**src/sv/sexpr_tokenizer_defines.svh**
```systemverilog
// ----------------------------------------------------------------------------
// sexpr_tokenizer assertion macros
// shared concurrent assertion forms, clocked on clk_i, off during reset
// ----------------------------------------------------------------------------
`ifndef SEXPR_TOKENIZER_DEFINES_SVH
`define SEXPR_TOKENIZER_DEFINES_SVH

// property that must hold at every edge outside reset
`define SXT_ASSERT(lbl, prop, msg) \
  lbl: assert property (@(posedge clk_i) disable iff (!rst_ni) (prop)) else $error(msg);

// antecedent in this cycle implies consequent in the next one
`define SXT_ASSERT_NEXT(lbl, ante, cons, msg) \
  lbl: assert property (@(posedge clk_i) disable iff (!rst_ni) (ante) |=> (cons)) \
    else $error(msg);

`endif

```
**src/sv/sexpr_pkg.sv**
```systemverilog
// ----------------------------------------------------------------------------
// sexpr_pkg
// types, codes and character constants of the s-expression tokenizer
// ----------------------------------------------------------------------------
`default_nettype none

package sexpr_pkg;

  localparam longint unsigned BufferBytes = 64'd65536;
  localparam int unsigned     MaxResults  = 3;

  typedef enum logic [2:0] {
    ModeTop  = 3'd0,
    ModeAtom = 3'd1,
    ModeSym  = 3'd2,
    ModeNum  = 3'd3,
    ModeStr  = 3'd4,
    ModeEsc  = 3'd5,
    ModeHalt = 3'd6
  } mode_e;

  typedef enum logic [2:0] {
    KindOpen   = 3'd0,
    KindClose  = 3'd1,
    KindSymbol = 3'd2,
    KindString = 3'd3,
    KindNumber = 3'd4,
    KindError  = 3'd5,
    KindDone   = 3'd6
  } kind_e;

  typedef enum logic [2:0] {
    ErrNone      = 3'd0,
    ErrParen     = 3'd1,
    ErrSymChar   = 3'd2,
    ErrNumChar   = 3'd3,
    ErrAtomStart = 3'd4,
    ErrEndInAtom = 3'd5
  } err_e;

  typedef struct packed {
    logic [2:0]  kind;
    logic [15:0] start;
    logic [15:0] length;
    logic [2:0]  code;
    logic        run_last;
  } result_t;

  localparam logic [7:0] CharTab    = 8'h09;
  localparam logic [7:0] CharCr     = 8'h0D;
  localparam logic [7:0] CharSpace  = 8'h20;
  localparam logic [7:0] CharQuote  = 8'h22;
  localparam logic [7:0] CharLParen = 8'h28;
  localparam logic [7:0] CharRParen = 8'h29;
  localparam logic [7:0] CharDash   = 8'h2D;
  localparam logic [7:0] CharDot    = 8'h2E;
  localparam logic [7:0] CharZero   = 8'h30;
  localparam logic [7:0] CharNine   = 8'h39;
  localparam logic [7:0] CharBslash = 8'h5C;
  localparam logic [7:0] CharUscore = 8'h5F;
  localparam logic [7:0] CharLowA   = 8'h61;
  localparam logic [7:0] CharLowZ   = 8'h7A;

endpackage

`default_nettype wire

```
**src/sv/sexpr_tokenizer.sv**
```systemverilog
// ----------------------------------------------------------------------------
// sexpr_tokenizer
// byte-wide s-expression lexer emitting open, close, symbol, string, number,
// error and end-of-buffer tokens with offset and length
// ----------------------------------------------------------------------------
// usage
//   slave side: one buffer byte per transaction in s_axis_tdata_i, tlast on
//   the buffer's final byte. master side: one token per transaction, kind in
//   m_axis_tuser_o, offset, length and error code in m_axis_tdata_o, tlast on
//   the last token caused by a given byte.
//   latency: the tokens of a byte are offered the cycle after it is taken.
//   throughput: one byte per cycle while each byte causes at most one token and
//   tready is high; a byte causing k tokens (k up to 3) holds the input until
//   its tokens drain from the three-slot bank, one token per cycle of tready.
//   the input is taken while the last pending token is being delivered, so a
//   steady receiver never leaves a bubble.
//   reset: lexer back to waiting for the first paren, offset 0, bank empty.
//   stall: while the receiver holds tready low the head token stays put and
//   no further byte is taken once the bank holds a token.
// ----------------------------------------------------------------------------
`default_nettype none
`include "sexpr_tokenizer_defines.svh"

module sexpr_tokenizer #(
  parameter longint unsigned BUFFER_BYTES = sexpr_pkg::BufferBytes
) (
  input  wire logic        clk_i,
  input  wire logic        rst_ni,
  // byte stream
  input  wire logic        s_axis_tvalid_i,
  output logic             s_axis_tready_o,
  input  wire logic [7:0]  s_axis_tdata_i,   // [7:0] byte_in
  input  wire logic        s_axis_tlast_i,   // last_byte
  // token stream
  output logic             m_axis_tvalid_o,
  input  wire logic        m_axis_tready_i,
  output logic [39:0]      m_axis_tdata_o,   // [15:0] token_start, [31:16] token_length,
                                             // [34:32] error_code, [39:35] zero
  output logic [2:0]       m_axis_tuser_o,   // [2:0] token_kind
  output logic             m_axis_tlast_o    // run_last
);
  import sexpr_pkg::*;

  // offset counter width, wide enough for BUFFER_BYTES-1
  localparam int PosW = (BUFFER_BYTES > 64'd2) ? $clog2(BUFFER_BYTES) : 1;
  localparam int ExtW = (PosW > 16) ? PosW : 16;
  localparam logic [PosW-1:0] PosMax = PosW'(BUFFER_BYTES - 64'd1);

  // lexer state
  mode_e            mode_q, mode_d;
  logic [PosW-1:0]  pos_q, pos_d;
  logic [15:0]      start_q, start_d;
  logic [15:0]      len_q, len_d;

  // token bank, slot 0 is the head on the master side
  result_t          slot_q [MaxResults];
  logic [1:0]       cnt_q;

  result_t          res [MaxResults];
  logic [1:0]       n_res;
  logic             do_between;
  logic [ExtW-1:0]  pos_ext;
  logic [15:0]      pos_lo;

  logic             in_acc;
  logic             out_acc;

  // byte classes
  logic [7:0] c;
  logic       is_sp, is_dig, is_low, is_lpar, is_rpar, is_quote, is_bsl, is_dash;

  assign c        = s_axis_tdata_i;
  assign is_sp    = (c == CharSpace) || ((c >= CharTab) && (c <= CharCr));
  assign is_dig   = (c >= CharZero) && (c <= CharNine);
  assign is_low   = (c >= CharLowA) && (c <= CharLowZ);
  assign is_lpar  = (c == CharLParen);
  assign is_rpar  = (c == CharRParen);
  assign is_quote = (c == CharQuote);
  assign is_bsl   = (c == CharBslash);
  assign is_dash  = (c == CharDash);

  assign pos_ext = ExtW'(pos_q);
  assign pos_lo  = pos_ext[15:0];

  // handshakes: take a byte when the bank empties by the end of this cycle
  assign m_axis_tvalid_o = (cnt_q != 2'd0);
  assign out_acc         = m_axis_tvalid_o && m_axis_tready_i;
  assign s_axis_tready_o = (cnt_q == 2'd0) || ((cnt_q == 2'd1) && m_axis_tready_i);
  assign in_acc          = s_axis_tvalid_i && s_axis_tready_o;

  assign m_axis_tuser_o = slot_q[0].kind;
  assign m_axis_tdata_o = {5'd0, slot_q[0].code, slot_q[0].length, slot_q[0].start};
  assign m_axis_tlast_o = slot_q[0].run_last;

  // one byte through the mode machine, tokens collected in order
  always_comb begin
    mode_d     = mode_q;
    pos_d      = pos_q;
    start_d    = start_q;
    len_d      = len_q;
    n_res      = 2'd0;
    do_between = 1'b0;
    for (int i = 0; i < MaxResults; i++) begin
      res[i] = '0;
    end

    unique case (mode_q)
      ModeTop: begin
        if (is_sp) begin
          mode_d = ModeTop;
        end else if (is_lpar) begin
          res[n_res] = '{KindOpen, pos_lo, 16'd1, ErrNone, 1'b0};
          n_res      = n_res + 2'd1;
          mode_d     = ModeAtom;
        end else begin
          res[n_res] = '{KindError, pos_lo, 16'd0, ErrParen, 1'b0};
          n_res      = n_res + 2'd1;
          mode_d     = ModeHalt;
        end
      end
      ModeAtom: begin
        do_between = 1'b1;
      end
      ModeSym: begin
        if (is_sp || is_rpar) begin
          res[n_res] = '{KindSymbol, start_q, len_q, ErrNone, 1'b0};
          n_res      = n_res + 2'd1;
          mode_d     = ModeAtom;
          do_between = 1'b1;
        end else if (is_low || is_dig || is_dash || (c == CharUscore)) begin
          if (len_d != 16'hFFFF) len_d = len_d + 16'd1;
        end else begin
          res[n_res] = '{KindError, pos_lo, 16'd0, ErrSymChar, 1'b0};
          n_res      = n_res + 2'd1;
          mode_d     = ModeHalt;
        end
      end
      ModeNum: begin
        if (is_sp || is_rpar) begin
          res[n_res] = '{KindNumber, start_q, len_q, ErrNone, 1'b0};
          n_res      = n_res + 2'd1;
          mode_d     = ModeAtom;
          do_between = 1'b1;
        end else if (is_dig || (c == CharDot)) begin
          if (len_d != 16'hFFFF) len_d = len_d + 16'd1;
        end else begin
          res[n_res] = '{KindError, pos_lo, 16'd0, ErrNumChar, 1'b0};
          n_res      = n_res + 2'd1;
          mode_d     = ModeHalt;
        end
      end
      ModeStr: begin
        if (is_quote) begin
          res[n_res] = '{KindString, start_q, len_q, ErrNone, 1'b0};
          n_res      = n_res + 2'd1;
          mode_d     = ModeAtom;
        end else begin
          if (len_d != 16'hFFFF) len_d = len_d + 16'd1;
          if (is_bsl) mode_d = ModeEsc;
        end
      end
      ModeEsc: begin
        if (len_d != 16'hFFFF) len_d = len_d + 16'd1;
        mode_d = ModeStr;
      end
      default: begin
        mode_d = ModeHalt;
      end
    endcase

    // between tokens: inside a list, or right after a word ended
    if (do_between && !is_sp) begin
      if (is_lpar) begin
        res[n_res] = '{KindOpen, pos_lo, 16'd1, ErrNone, 1'b0};
        n_res      = n_res + 2'd1;
      end else if (is_rpar) begin
        res[n_res] = '{KindClose, pos_lo, 16'd1, ErrNone, 1'b0};
        n_res      = n_res + 2'd1;
      end else if (is_low) begin
        start_d = pos_lo;
        len_d   = 16'd1;
        mode_d  = ModeSym;
      end else if (is_quote) begin
        start_d = pos_lo + 16'd1;
        len_d   = 16'd0;
        mode_d  = ModeStr;
      end else if (is_dig || is_dash) begin
        start_d = pos_lo;
        len_d   = 16'd1;
        mode_d  = ModeNum;
      end else begin
        res[n_res] = '{KindError, pos_lo, 16'd0, ErrAtomStart, 1'b0};
        n_res      = n_res + 2'd1;
        mode_d     = ModeHalt;
      end
    end

    // end of buffer: report (unless halted) and start over
    if (s_axis_tlast_i) begin
      if ((mode_d == ModeTop) || (mode_d == ModeAtom)) begin
        res[n_res] = '{KindDone, pos_lo, 16'd0, ErrNone, 1'b0};
        n_res      = n_res + 2'd1;
      end else if (mode_d != ModeHalt) begin
        res[n_res] = '{KindError, start_d, len_d, ErrEndInAtom, 1'b0};
        n_res      = n_res + 2'd1;
      end
      mode_d  = ModeTop;
      pos_d   = '0;
      start_d = '0;
      len_d   = '0;
    end else begin
      pos_d = (pos_q == PosMax) ? '0 : pos_q + PosW'(1);
    end

    for (int i = 0; i < MaxResults; i++) begin
      res[i].run_last = (2'(i) == n_res - 2'd1);
    end
  end

  // lexer state register
  always_ff @(posedge clk_i or negedge rst_ni) begin
    if (!rst_ni) begin
      mode_q  <= ModeTop;
      pos_q   <= '0;
      start_q <= '0;
      len_q   <= '0;
    end else if (in_acc) begin
      mode_q  <= mode_d;
      pos_q   <= pos_d;
      start_q <= start_d;
      len_q   <= len_d;
    end
  end

  // token bank fill count
  always_ff @(posedge clk_i or negedge rst_ni) begin
    if (!rst_ni) begin
      cnt_q <= 2'd0;
    end else if (in_acc) begin
      cnt_q <= n_res;
    end else if (out_acc) begin
      cnt_q <= cnt_q - 2'd1;
    end
  end

  // token bank payload: load on a new byte, shift toward the head on delivery
  always_ff @(posedge clk_i) begin
    if (in_acc) begin
      for (int i = 0; i < MaxResults; i++) begin
        slot_q[i] <= res[i];
      end
    end else if (out_acc) begin
      for (int i = 0; i < MaxResults - 1; i++) begin
        slot_q[i] <= slot_q[i+1];
      end
    end
  end

  // checks
  `SXT_ASSERT_NEXT(a_halt_silent, in_acc && (mode_q == ModeHalt) && !s_axis_tlast_i,
    cnt_q == 2'd0, "halted lexer produced a token")
  `SXT_ASSERT_NEXT(a_last_restarts, in_acc && s_axis_tlast_i,
    (mode_q == ModeTop) && (pos_q == '0) && (start_q == '0) && (len_q == '0),
    "lexer did not restart after the last byte")
  `SXT_ASSERT(a_no_take_busy, (cnt_q > 2'd1) |-> !s_axis_tready_o,
    "byte taken while several tokens pending")
  `SXT_ASSERT(a_err_code, m_axis_tvalid_o |->
    ((m_axis_tuser_o == KindError) == (m_axis_tdata_o[34:32] != ErrNone)),
    "error code does not match token kind")
  `SXT_ASSERT(a_head_tlast, (m_axis_tvalid_o && (cnt_q == 2'd1)) |-> m_axis_tlast_o,
    "final pending token lacks tlast")

endmodule

`default_nettype wire
```
**config.mk**
```make
export PLATFORM = sky130hd
export DESIGN_NAME = sexpr_tokenizer
export DESIGN_NICKNAME = d
export VERILOG_FILES = /design/src/sv/sexpr_pkg.sv /design/src/sv/sexpr_tokenizer.sv
export VERILOG_INCLUDE_DIRS = /design/src /design/src/sv
export SDC_FILE = /design/constraint.sdc
export NUM_CORES = 1
export LEC_CHECK = 0
export BUFFER_PORTS_ARGS = -buffer_cell sky130_fd_sc_hd__buf_4
export CAP_MARGIN = 30
export CORE_UTILIZATION = 40
export CTS_CLUSTER_SIZE = 25
export DETAILED_ROUTE_END_ITERATION = 12
export MAX_ROUTING_LAYER = met4
export PLACE_DENSITY = 0.64
export SYNTH_ARGS = -nofsm -noshare
export SYNTH_HDL_FRONTEND = slang
export SYNTH_SLANG_ARGS = --single-unit
```
**constraint.sdc**
```tcl
create_clock -name clk_i -period 4.4 [get_ports clk_i]
set_input_delay 0.44 -clock clk_i [delete_from_list [all_inputs] [get_ports clk_i]]
set_output_delay 0.44 -clock clk_i [all_outputs]
set_load 0.05 [all_outputs]
```
Word-level counts from Yosys, hierarchy flattened --
Memories as Yosys holds them, arrays and structs flattened. Cells that the tools add are included.
Cells by class: add/sub/neg operators 6, magnitude comparators 10, equal/unequal tests 20, muxes and demuxes 92, bitwise gates (word level) 4, reduce and logical (&&, ||, !) cells 26
Operators by type and width (count):
- $mux 117 | 9
- $bwmux 117 | 5
- $mux 39 | 10
- $mux 16 | 22
- $demux 39 s2 | 2
- $pmux 39 s4 | 1
- $pmux 16 s4 | 1
- $eq 8x6->1 const B | 6
- $mux 3 | 15
- $mux 38 | 1
- $add 16x1->16 const B | 2
- $mux 2 | 11
- $pmux 3 s6 | 1
- $eq 16x16->1 const B | 1
- $eq 8x7->1 const B | 2
- $ne 16x16->1 const B | 1
- $mux 1 | 12
- $logic_and 1x1->1 | 9
- $logic_or 1x1->1 | 9
- $ge 8x4->1 const B | 1
- $ge 8x6->1 const B | 1
- $ge 8x7->1 const B | 1
- $le 8x4->1 const B | 1
- $le 8x6->1 const B | 1
- 21 further kinds | 33
Word-level totals: register bits 53, bits in writable memories 117, input bits 13, word-level logic and storage cells 164, memories 1
Memory list:
- slot_q | words 3, width 39, rd ports 3, clocked after Yosys merged registers in 0, write ports 3, line sexpr_tokenizer.sv:56 | result_t slot_q [MaxResults];

Longest topological paths before layout --
Gate-level depths: netlist (run 1).
depth in word-level cells 25, mapped depth 17, mapped depth without buffers 15

Least setup slack after synthesis (run 1) --
Ideal clock, no wire load.
path kind input -> register, from input port s_axis_tdata_i[4], to memory slot_q[0][68] (netlist bit), data pin, data arrival time 3.685 ns, slack 0.454 ns, stages on the path 16, buffers on the path 2, path through buf_2 -> nor3_4 -> nand3_1 -> and4_1 -> a211oi_4 -> nand2_2 -> ha_1 -> a31oi_1 -> a2bb2oi_2 -> inv_1 -> ha_1 -> and2_1 -> o2111ai_1 -> a21oi_2 -> buf_2 -> a221o_1
RTL lines:
- start: declaration | line sexpr_tokenizer.sv:32 | input wire logic [7:0] s_axis_tdata_i,
- end: declaration | line sexpr_tokenizer.sv:56

==> results of run 1 <==
## Yosys cell counts (all sizes together), types with 9 or more instances
| cell type | n | area, um2 |
|---|---|---|
| a211oi | 10 | 105.1 |
| a21boi | 16 | 120.1 |
| a21oi | 65 | 344.1 |
| a221o | 18 | 180.2 |
| a22o | 45 | 394.1 |
| a31oi | 34 | 219.0 |
| a32oi | 13 | 121.4 |
| and2 | 27 | 168.9 |
| and3 | 22 | 142.6 |
| buf | 72 | 488.0 |
| clkbuf | 65 | 244.0 |
| dfrtp | 53 | 1326 |
| edfxtp | 113 | 3393 |
| ha | 9 | 112.6 |
| inv | 17 | 63.81 |
| nand2 | 88 | 332.8 |
| nand2b | 9 | 56.30 |
| nand3 | 39 | 200.2 |
| nand4 | 9 | 56.30 |
| nor2 | 85 | 326.6 |
| nor2b | 10 | 65.06 |
| nor3 | 34 | 186.4 |
| o211ai | 18 | 181.4 |
| o21ai | 70 | 354.1 |
| o22a | 15 | 131.4 |
| o22ai | 14 | 87.58 |
| o31ai | 9 | 67.56 |
## layout by cell type, fill, tap and decap left out, types with 5 or more instances in the layout
| cell | count |
|---|---|
| o21ai_0 | 60 |
| a21o_1 | 6 |
| nor2_1 | 81 |
| xnor2_1 | 6 |
| o211ai_1 | 14 |
| o31ai_1 | 9 |
| a221o_1 | 18 |
| o22a_1 | 15 |
| a211oi_1 | 7 |
| nand3_1 | 38 |
| and4_1 | 5 |
| o22ai_1 | 14 |
| a21oi_1 | 60 |
| a22o_1 | 45 |
| edfxtp_1 | 113 |
| dfrtp_1 | 53 |
| nand4_1 | 9 |
| o21ai_1 | 9 |
| a22oi_1 | 5 |
| nor2b_1 | 9 |
| a31oi_1 | 32 |
| nor4_1 | 5 |
| nor3_1 | 32 |
| a211o_1 | 7 |
| a32oi_1 | 12 |
| or3_1 | 8 |
| inv_1 | 14 |
| and3_1 | 21 |
| nand2b_1 | 9 |
| buf_4 | 92 |
| a21boi_0 | 16 |
| clkbuf_16 | 17 |
| nand2_1 | 86 |
| conb_1 | 5 |
| ha_1 | 9 |
| and2_1 | 27 |
## path summary, 6_finish.rpt
path                                     start            to  slack, ns
worst max-delay path                 mode_q[2]  slot_q[0][7]       0.51
worst min-delay path                    rst_ni      len_q[9]       0.09
worst max register to register       mode_q[2]  slot_q[0][7]       0.51
worst min register to register     start_q[14]   start_q[14]       0.53
max in group asynchronous               rst_ni   pos_ext[11]       3.77
min in group clk_i              s_axis_tlast_i    pos_ext[8]       0.34
## cells by family (layout without fill, tap and decap cells)
group,Yosys count,in the layout,synth area share (%)
buf+inv,156,144,7.726
simple gates,364,364,18.06
xor+xnor,10,10,0.8423
compound gates,376,376,26.56
flops,166,166,45.39
mux,3,3,0.3008
fa+ha+maj,9,9,1.083
other cells,1,5,0.03607
## registers in the layout, summed over array words and instances (netlist names)
signal   cells
cnt_q        2
mode_q       3
len_q       16
start_q     16
pos_ext     16
slot_q     113
## layer usage
layer / up-vias / part of all wire [%] / global-route usage, %
li1: 4051 / - / -
met1: 4292 / 46 / 32.64
met2: 412 / 45 / 34.51
met3: 48 / 7.3 / 3.784
met4: 0 / 2.0 / 8.369
met5: - / 0 / -
## power by group through the flow
| stage | combinational, mW | clock (mW) | sequential [mW] |
|---|---|---|---|
| floorplan | 2.68 | 0 | 2.51 |
| global placement | 3.41 | 0 | 2.63 |
| detailed placement | 3.43 | 0 | 2.65 |
| CTS | 3.44 | 1.51 | 2.62 |
| global route | 3.69 | 1.58 | 2.67 |
| finish | 3.47 | 1.50 | 2.62 |
## layout make-up
class | count | area, um2 | share of cell area [%]
clock inverters | 15 | 153.9 | 1.349
flip-flops and latches | 166 | 4720 | 41.37
multi-input cells | 767 | 4913 | 43.07
repair buffers | 93 | 710.7 | 6.229
inverters | 19 | 72.57 | 0.6361
clock buffers | 17 | 425.4 | 3.729
well taps | 330 | 412.9 | 3.619
## through the flow
step                hold slack (ns)  power (mW)  utilization (%)  cell area (um2)
finish                      0.08770       7.589            45.05            11410
global route                 0.1299       7.942            45.05            11410
CTS                          0.1056       7.575            45.05            11410
detailed placement           0.5056       6.076            42.76            10830
global placement             0.4905       6.046            42.76            10830
floorplan                    0.1444       5.194                -            10410
==> summary.txt, run 1 <==
Pwr
  – Logic pwr share: 45.7%
  – Worst VDD drop: 0.0004116 V
  – Int Power: 4.210 mW
  – Switching Share: 44.53%
  – Clk pwr share: 19.7%
  – Sequential Power Share: 34.5%
  – Power per cell area: 665.2 nW/um2
  – Switching power total: 3.379 mW
  – Leakage: 4.205 nW

Placement
  – Routability congestion estimate: 0.9036
  – Detail Placement HPWL: 19,480 um
  – Setup WS pre-CTS: 0.2036 ns
  – IO buf count: 53
  – Placed cells: 1,375

Global route
  – Initial antenna violation count: 0
  – Vias in the first global route: 8,170
  – Gr usage total: 23.51%
  – Global-route wire length before repair: 46,820 um
  – Global route overflow: 0
  – Pin count of the biggest net entering global routing: 57

Cells and area
  – Area growth, synth to finish: 9.723%
  – Share of layout cells above drive strength 1: 15.88%
  – Final net count: 1,086
  – Post-route insts no fill: 1,407
  – Diodes inserted: 0
  – Fillers: 2,430

Logic synthesis
  – Post-synthesis sequential area ratio: 45.39%
  – Post-synthesis cell type count: 93
  – Async set or reset register ratio after synthesis: 31.93%
  – Primary FF master, synth: edfxtp_1
  – Post-synthesis register bit count: 166
  – Ys Warns: 0
  – Mapped Area: 10,400 um2
  – Cell count after synthesis: 1,085
  – Avg Cell Area, Syn: 9.583 um2
  – Post-synth EDFFs: 113

Critical path
  – Critical Path End Type: register
  – CP Class: register to register
  – Critical Path RT: 4.69 ns
  – Slowest cell on crit path: dfrtp_1
  – Top delay family on crit path: simple AND/OR/NAND/NOR gates
  – CP Launch Type: register
  – R2r worst-path depth: 15
  – Max incr delay on CP: 0.54 ns
  – Crit path depth: 15
  – Crit-path max FO: 11
  – Buf+Inv Stages, Crit Path: 3
  – Cell Chain, Critical Path: clkinv_1 > nand2_1 > nor2_1 > a211oi_4 > nand2_2 > ha_1 > a31oi_1 > a2bb2oi_2 > buf_4 > ha_1 > nand2_1 > a21o_1 > buf_4 > or4_1 > nand3_1
  – Data arrival time of the critical path: 4.18 ns

CTS
  – Num CTS Buffers: 17
  – Worst-Skew Late Latency: 0.43 ns
  – CTS tree: built
  – Clock H-tree levels: 4
  – Root Driver: clkbuf_16
  – Clock transition at path regs: 0.07 ns
  – Clock buffer depth: 2
  – Resized cells post-CTS: 0
  – Post-CTS Setup Inserts: 0
  – Hold buffers post-CTS: 0
  – Sink Count: 166

Route
  – DR vias: 8,803
  – Via-to-Cell Ratio: 6.257
  – Drt pass-1 iters: 7
  – DRT Wirelength: 30,010 um
  – Iter 0 DRT Violations: 942
  – Remaining DRCs: 0
  – Detail Route Antenna Nets: 0
  – WL per Instance: 21.33 um

Timing
  – RSZ-0062 raised after global routing: no
  – Rel. slew slack: 41.66%
  – Max-slew violations: 0
  – Setup tns final: 0 ns
  – Fin crit share: 88.40%
  – Slew @ Worst Pin: 0.8718 ns
  – Final Setup Violations: 0
  – Endpoints failing hold: 0
  – Clock Skew: 0.009775 ns
  – Max frequency: 257.1 MHz
  – Fin crit period: 3.890 ns
  – Setup ws final: 0.5102 ns

Die
  – Core ar.: 25,330 um2
  – I/O Pins: 59
  – Placement Rows: 58
  – DIE HEIGHT: 163.2 um
  – Die width: 163.2 um
  – Total die area: 26,640 um2
  – Starting Density: 41.05%

Status
  – Status: complete, no violations

Run
  – Max Cap Viol: 0

Min path
  – Hold crit path type: primary input to asynchronous set/reset pin
Note: power is estimated with default switching activity, not from simulation.
==> run 2, diff against run 1 <==
- CORE_UTILIZATION: 40 -> 55
- PLACE_DENSITY: 0.64 -> 0.81
==> run 2 against run 1 <==
Global-route usage rose by 8.7 points. First-iteration DRC count is 30% higher. Fmax grew 0.42%. Combinational power about the same. Critical path depth grew 1.
==> summary.txt, run 2 (same netlist as run 1, synthesis figures left out) <==
Die
  – Total die area: 19,460 um2
  – DIE HEIGHT: 139.5 um
  – Starting Density: 56.91%
  – I/O Pins: 59
  – Placement Rows: 49
  – Die width: 139.5 um
  – Core ar.: 18,270 um2

Cells and area
  – Diodes inserted: 0
  – Largest register FFs: 113
  – Share of layout cells above drive strength 1: 15.47%
  – Reg with most FFs: slot_q
  – Most common cell after layout, fill and taps aside: edfxtp_1
  – Area growth, synth to finish: 8.159%
  – Fillers: 1,496
  – Most frequent cells in the layout: edfxtp_1, buf_4, nand2_1, nor2_1, a21oi_1
  – Final Cell Area: 11,250 um2
  – Final net count: 1,082

CTS
  – Sink Count: 166
  – Clock H-tree levels: 4
  – Post-CTS Setup Inserts: 0
  – Root Driver: clkbuf_16
  – Hold buffers post-CTS: 0
  – Num CTS Buffers: 17
  – Clock transition at path regs: 0.06 ns
  – Worst-Skew Late Latency: 0.44 ns
  – Clock buffer depth: 2
  – CTS tree: built
  – Resized cells post-CTS: 0

Timing
  – RSZ-0062 raised after global routing: no
  – Endpoints failing hold: 0
  – Slew @ Worst Pin: 1.011 ns
  – Setup ws final: 0.5263 ns
  – Setup tns final: 0 ns
  – Fin crit period: 3.874 ns
  – Max frequency: 258.2 MHz
  – Max-slew violations: 0
  – Final Setup Violations: 0
  – Rel. slew slack: 32.62%
  – Fin crit share: 88.04%
  – Clock Skew: 0.008686 ns
  – Hold slack: 0.1072 ns

Critical path
  – Crit-path max FO: 13
  – CP Class: primary input to register
  – Data arrival time of the critical path: 4.17 ns
  – Critical Path End Type: register
  – CP Launch Type: primary input
  – Critical Path RT: 4.70 ns

Global route
  – Initial antenna violation count: 0
  – Gr usage total: 32.25%
  – Global-route wire length before repair: 47,280 um
  – Global route overflow: 0
  – Pin count of the biggest net entering global routing: 58
  – Vias in the first global route: 8,654

Pwr
  – Sequential Power Share: 34.7%
  – Worst VDD drop: 0.0004241 V
  – Switching Share: 44.37%
  – Leakage: 4.182 nW
  – Logic pwr share: 45.4%
  – Switching power total: 3.382 mW
  – Clk pwr share: 20.0%
  – Power per cell area: 677.8 nW/um2
  – Int Power: 4.240 mW

Placement
  – Placed cell area: 10,660 um2
  – Routability congestion estimate: 0.9969
  – Detail Placement HPWL: 19,590 um
  – IO buf count: 53
  – Setup WS pre-CTS: 0.2033 ns

Route
  – DR vias: 9,146
  – Iter 0 DRT Violations: 1,220
  – DRT Wirelength: 30,090 um
  – Detail Route Antenna Nets: 0
  – Remaining DRCs: 0
  – Via-to-Cell Ratio: 7.025
  – WL per Instance: 23.11 um
  – Drt pass-1 iters: 6

Status
  – Status: complete, no violations

Min path
  – Hold crit path type: primary input to asynchronous set/reset pin

Run
  – Max Cap Viol: 0
==> run 2: changes by cell type in the layout (fill, tap and decap cells not counted), moves of 2 or more <==
cell and delta:
buf_4 -3, clkbuf_1 +2, clkinv_1 -2, clkinv_2 +2, inv_6 -2
==> run 2: power by group through the flow <==
stage | sequential, mW | clock [mW] | combinational [mW]
2_1_floorplan | 2.51 | 0 | 2.68
3_3_place_gp | 2.64 | 0 | 3.31
3_5_place_dp | 2.66 | 0 | 3.36
4_1_cts | 2.63 | 1.52 | 3.39
5_1_grt | 2.68 | 1.59 | 3.64
6_report | 2.64 | 1.52 | 3.46
==> run 2: worst max-delay path: stages <==
cell,delay [ns]
buf_4,0.16
or4b_1,0.55
a21o_1,0.20
a211o_1,0.29
o211ai_1,0.15
nand2_2,0.15
ha_1,0.30
a31oi_1,0.09
a2bb2oi_2,0.19
inv_1,0.06
ha_1,0.15
and2_1,0.20
o211ai_4,0.18
nor2_2,0.57
buf_4,0.31
a22o_1,0.17
==> run 2: path summary, 6_finish.rpt <==
kind | from | to | slack, ns | cells after the start
max in group asynchronous | rst_ni | start_q[1] | 3.77 | 1
hold reg to reg | start_q[12] | start_q[12] | 0.51 | 2
setup reg to reg | mode_q[2] | slot_q[0][44] | 0.53 | 15
setup / recovery | s_axis_tdata_i[0] | slot_q[0][44] | 0.53 | 16
min in group clk_i | s_axis_tlast_i | pos_ext[8] | 0.36 | 2
hold / removal | rst_ni | pos_ext[13] | 0.11 | 1
==> run 2: metal layers <==
layer / track usage [%] / vias up / wire, um
met5: - / - / 0
met4: 14.21 / 0 / 1056
met3: 7.089 / 123 / 3180
met2: 48.56 / 643 / 13820
met1: 41.81 / 4344 / 12040
li1: - / 4036 / -
==> run 2: stage by stage <==
| step | utilization, % | std cells | power, mW |
|---|---|---|---|
| 3_3_place_gp | 58.33 | 1270 | 5.953 |
| 2_1_floorplan | - | 1089 | 5.194 |
| 6_report | 61.55 | 1302 | 7.622 |
| 4_1_cts | 61.55 | 1302 | 7.546 |
| 3_5_place_dp | 58.33 | 1270 | 6.020 |
| 5_1_grt | 61.55 | 1302 | 7.906 |
==> run 2: cell type report <==
type | instances | area (um2) | area share, %
multi-input combinational | 767 | 4910 | 43.66
sequential | 166 | 4720 | 41.97
timing repair buffer | 89 | 668.1 | 5.941
clock buffer | 19 | 432.9 | 3.850
tap | 229 | 286.5 | 2.548
clock inverter | 13 | 156.4 | 1.391
inverter | 19 | 72.57 | 0.6453
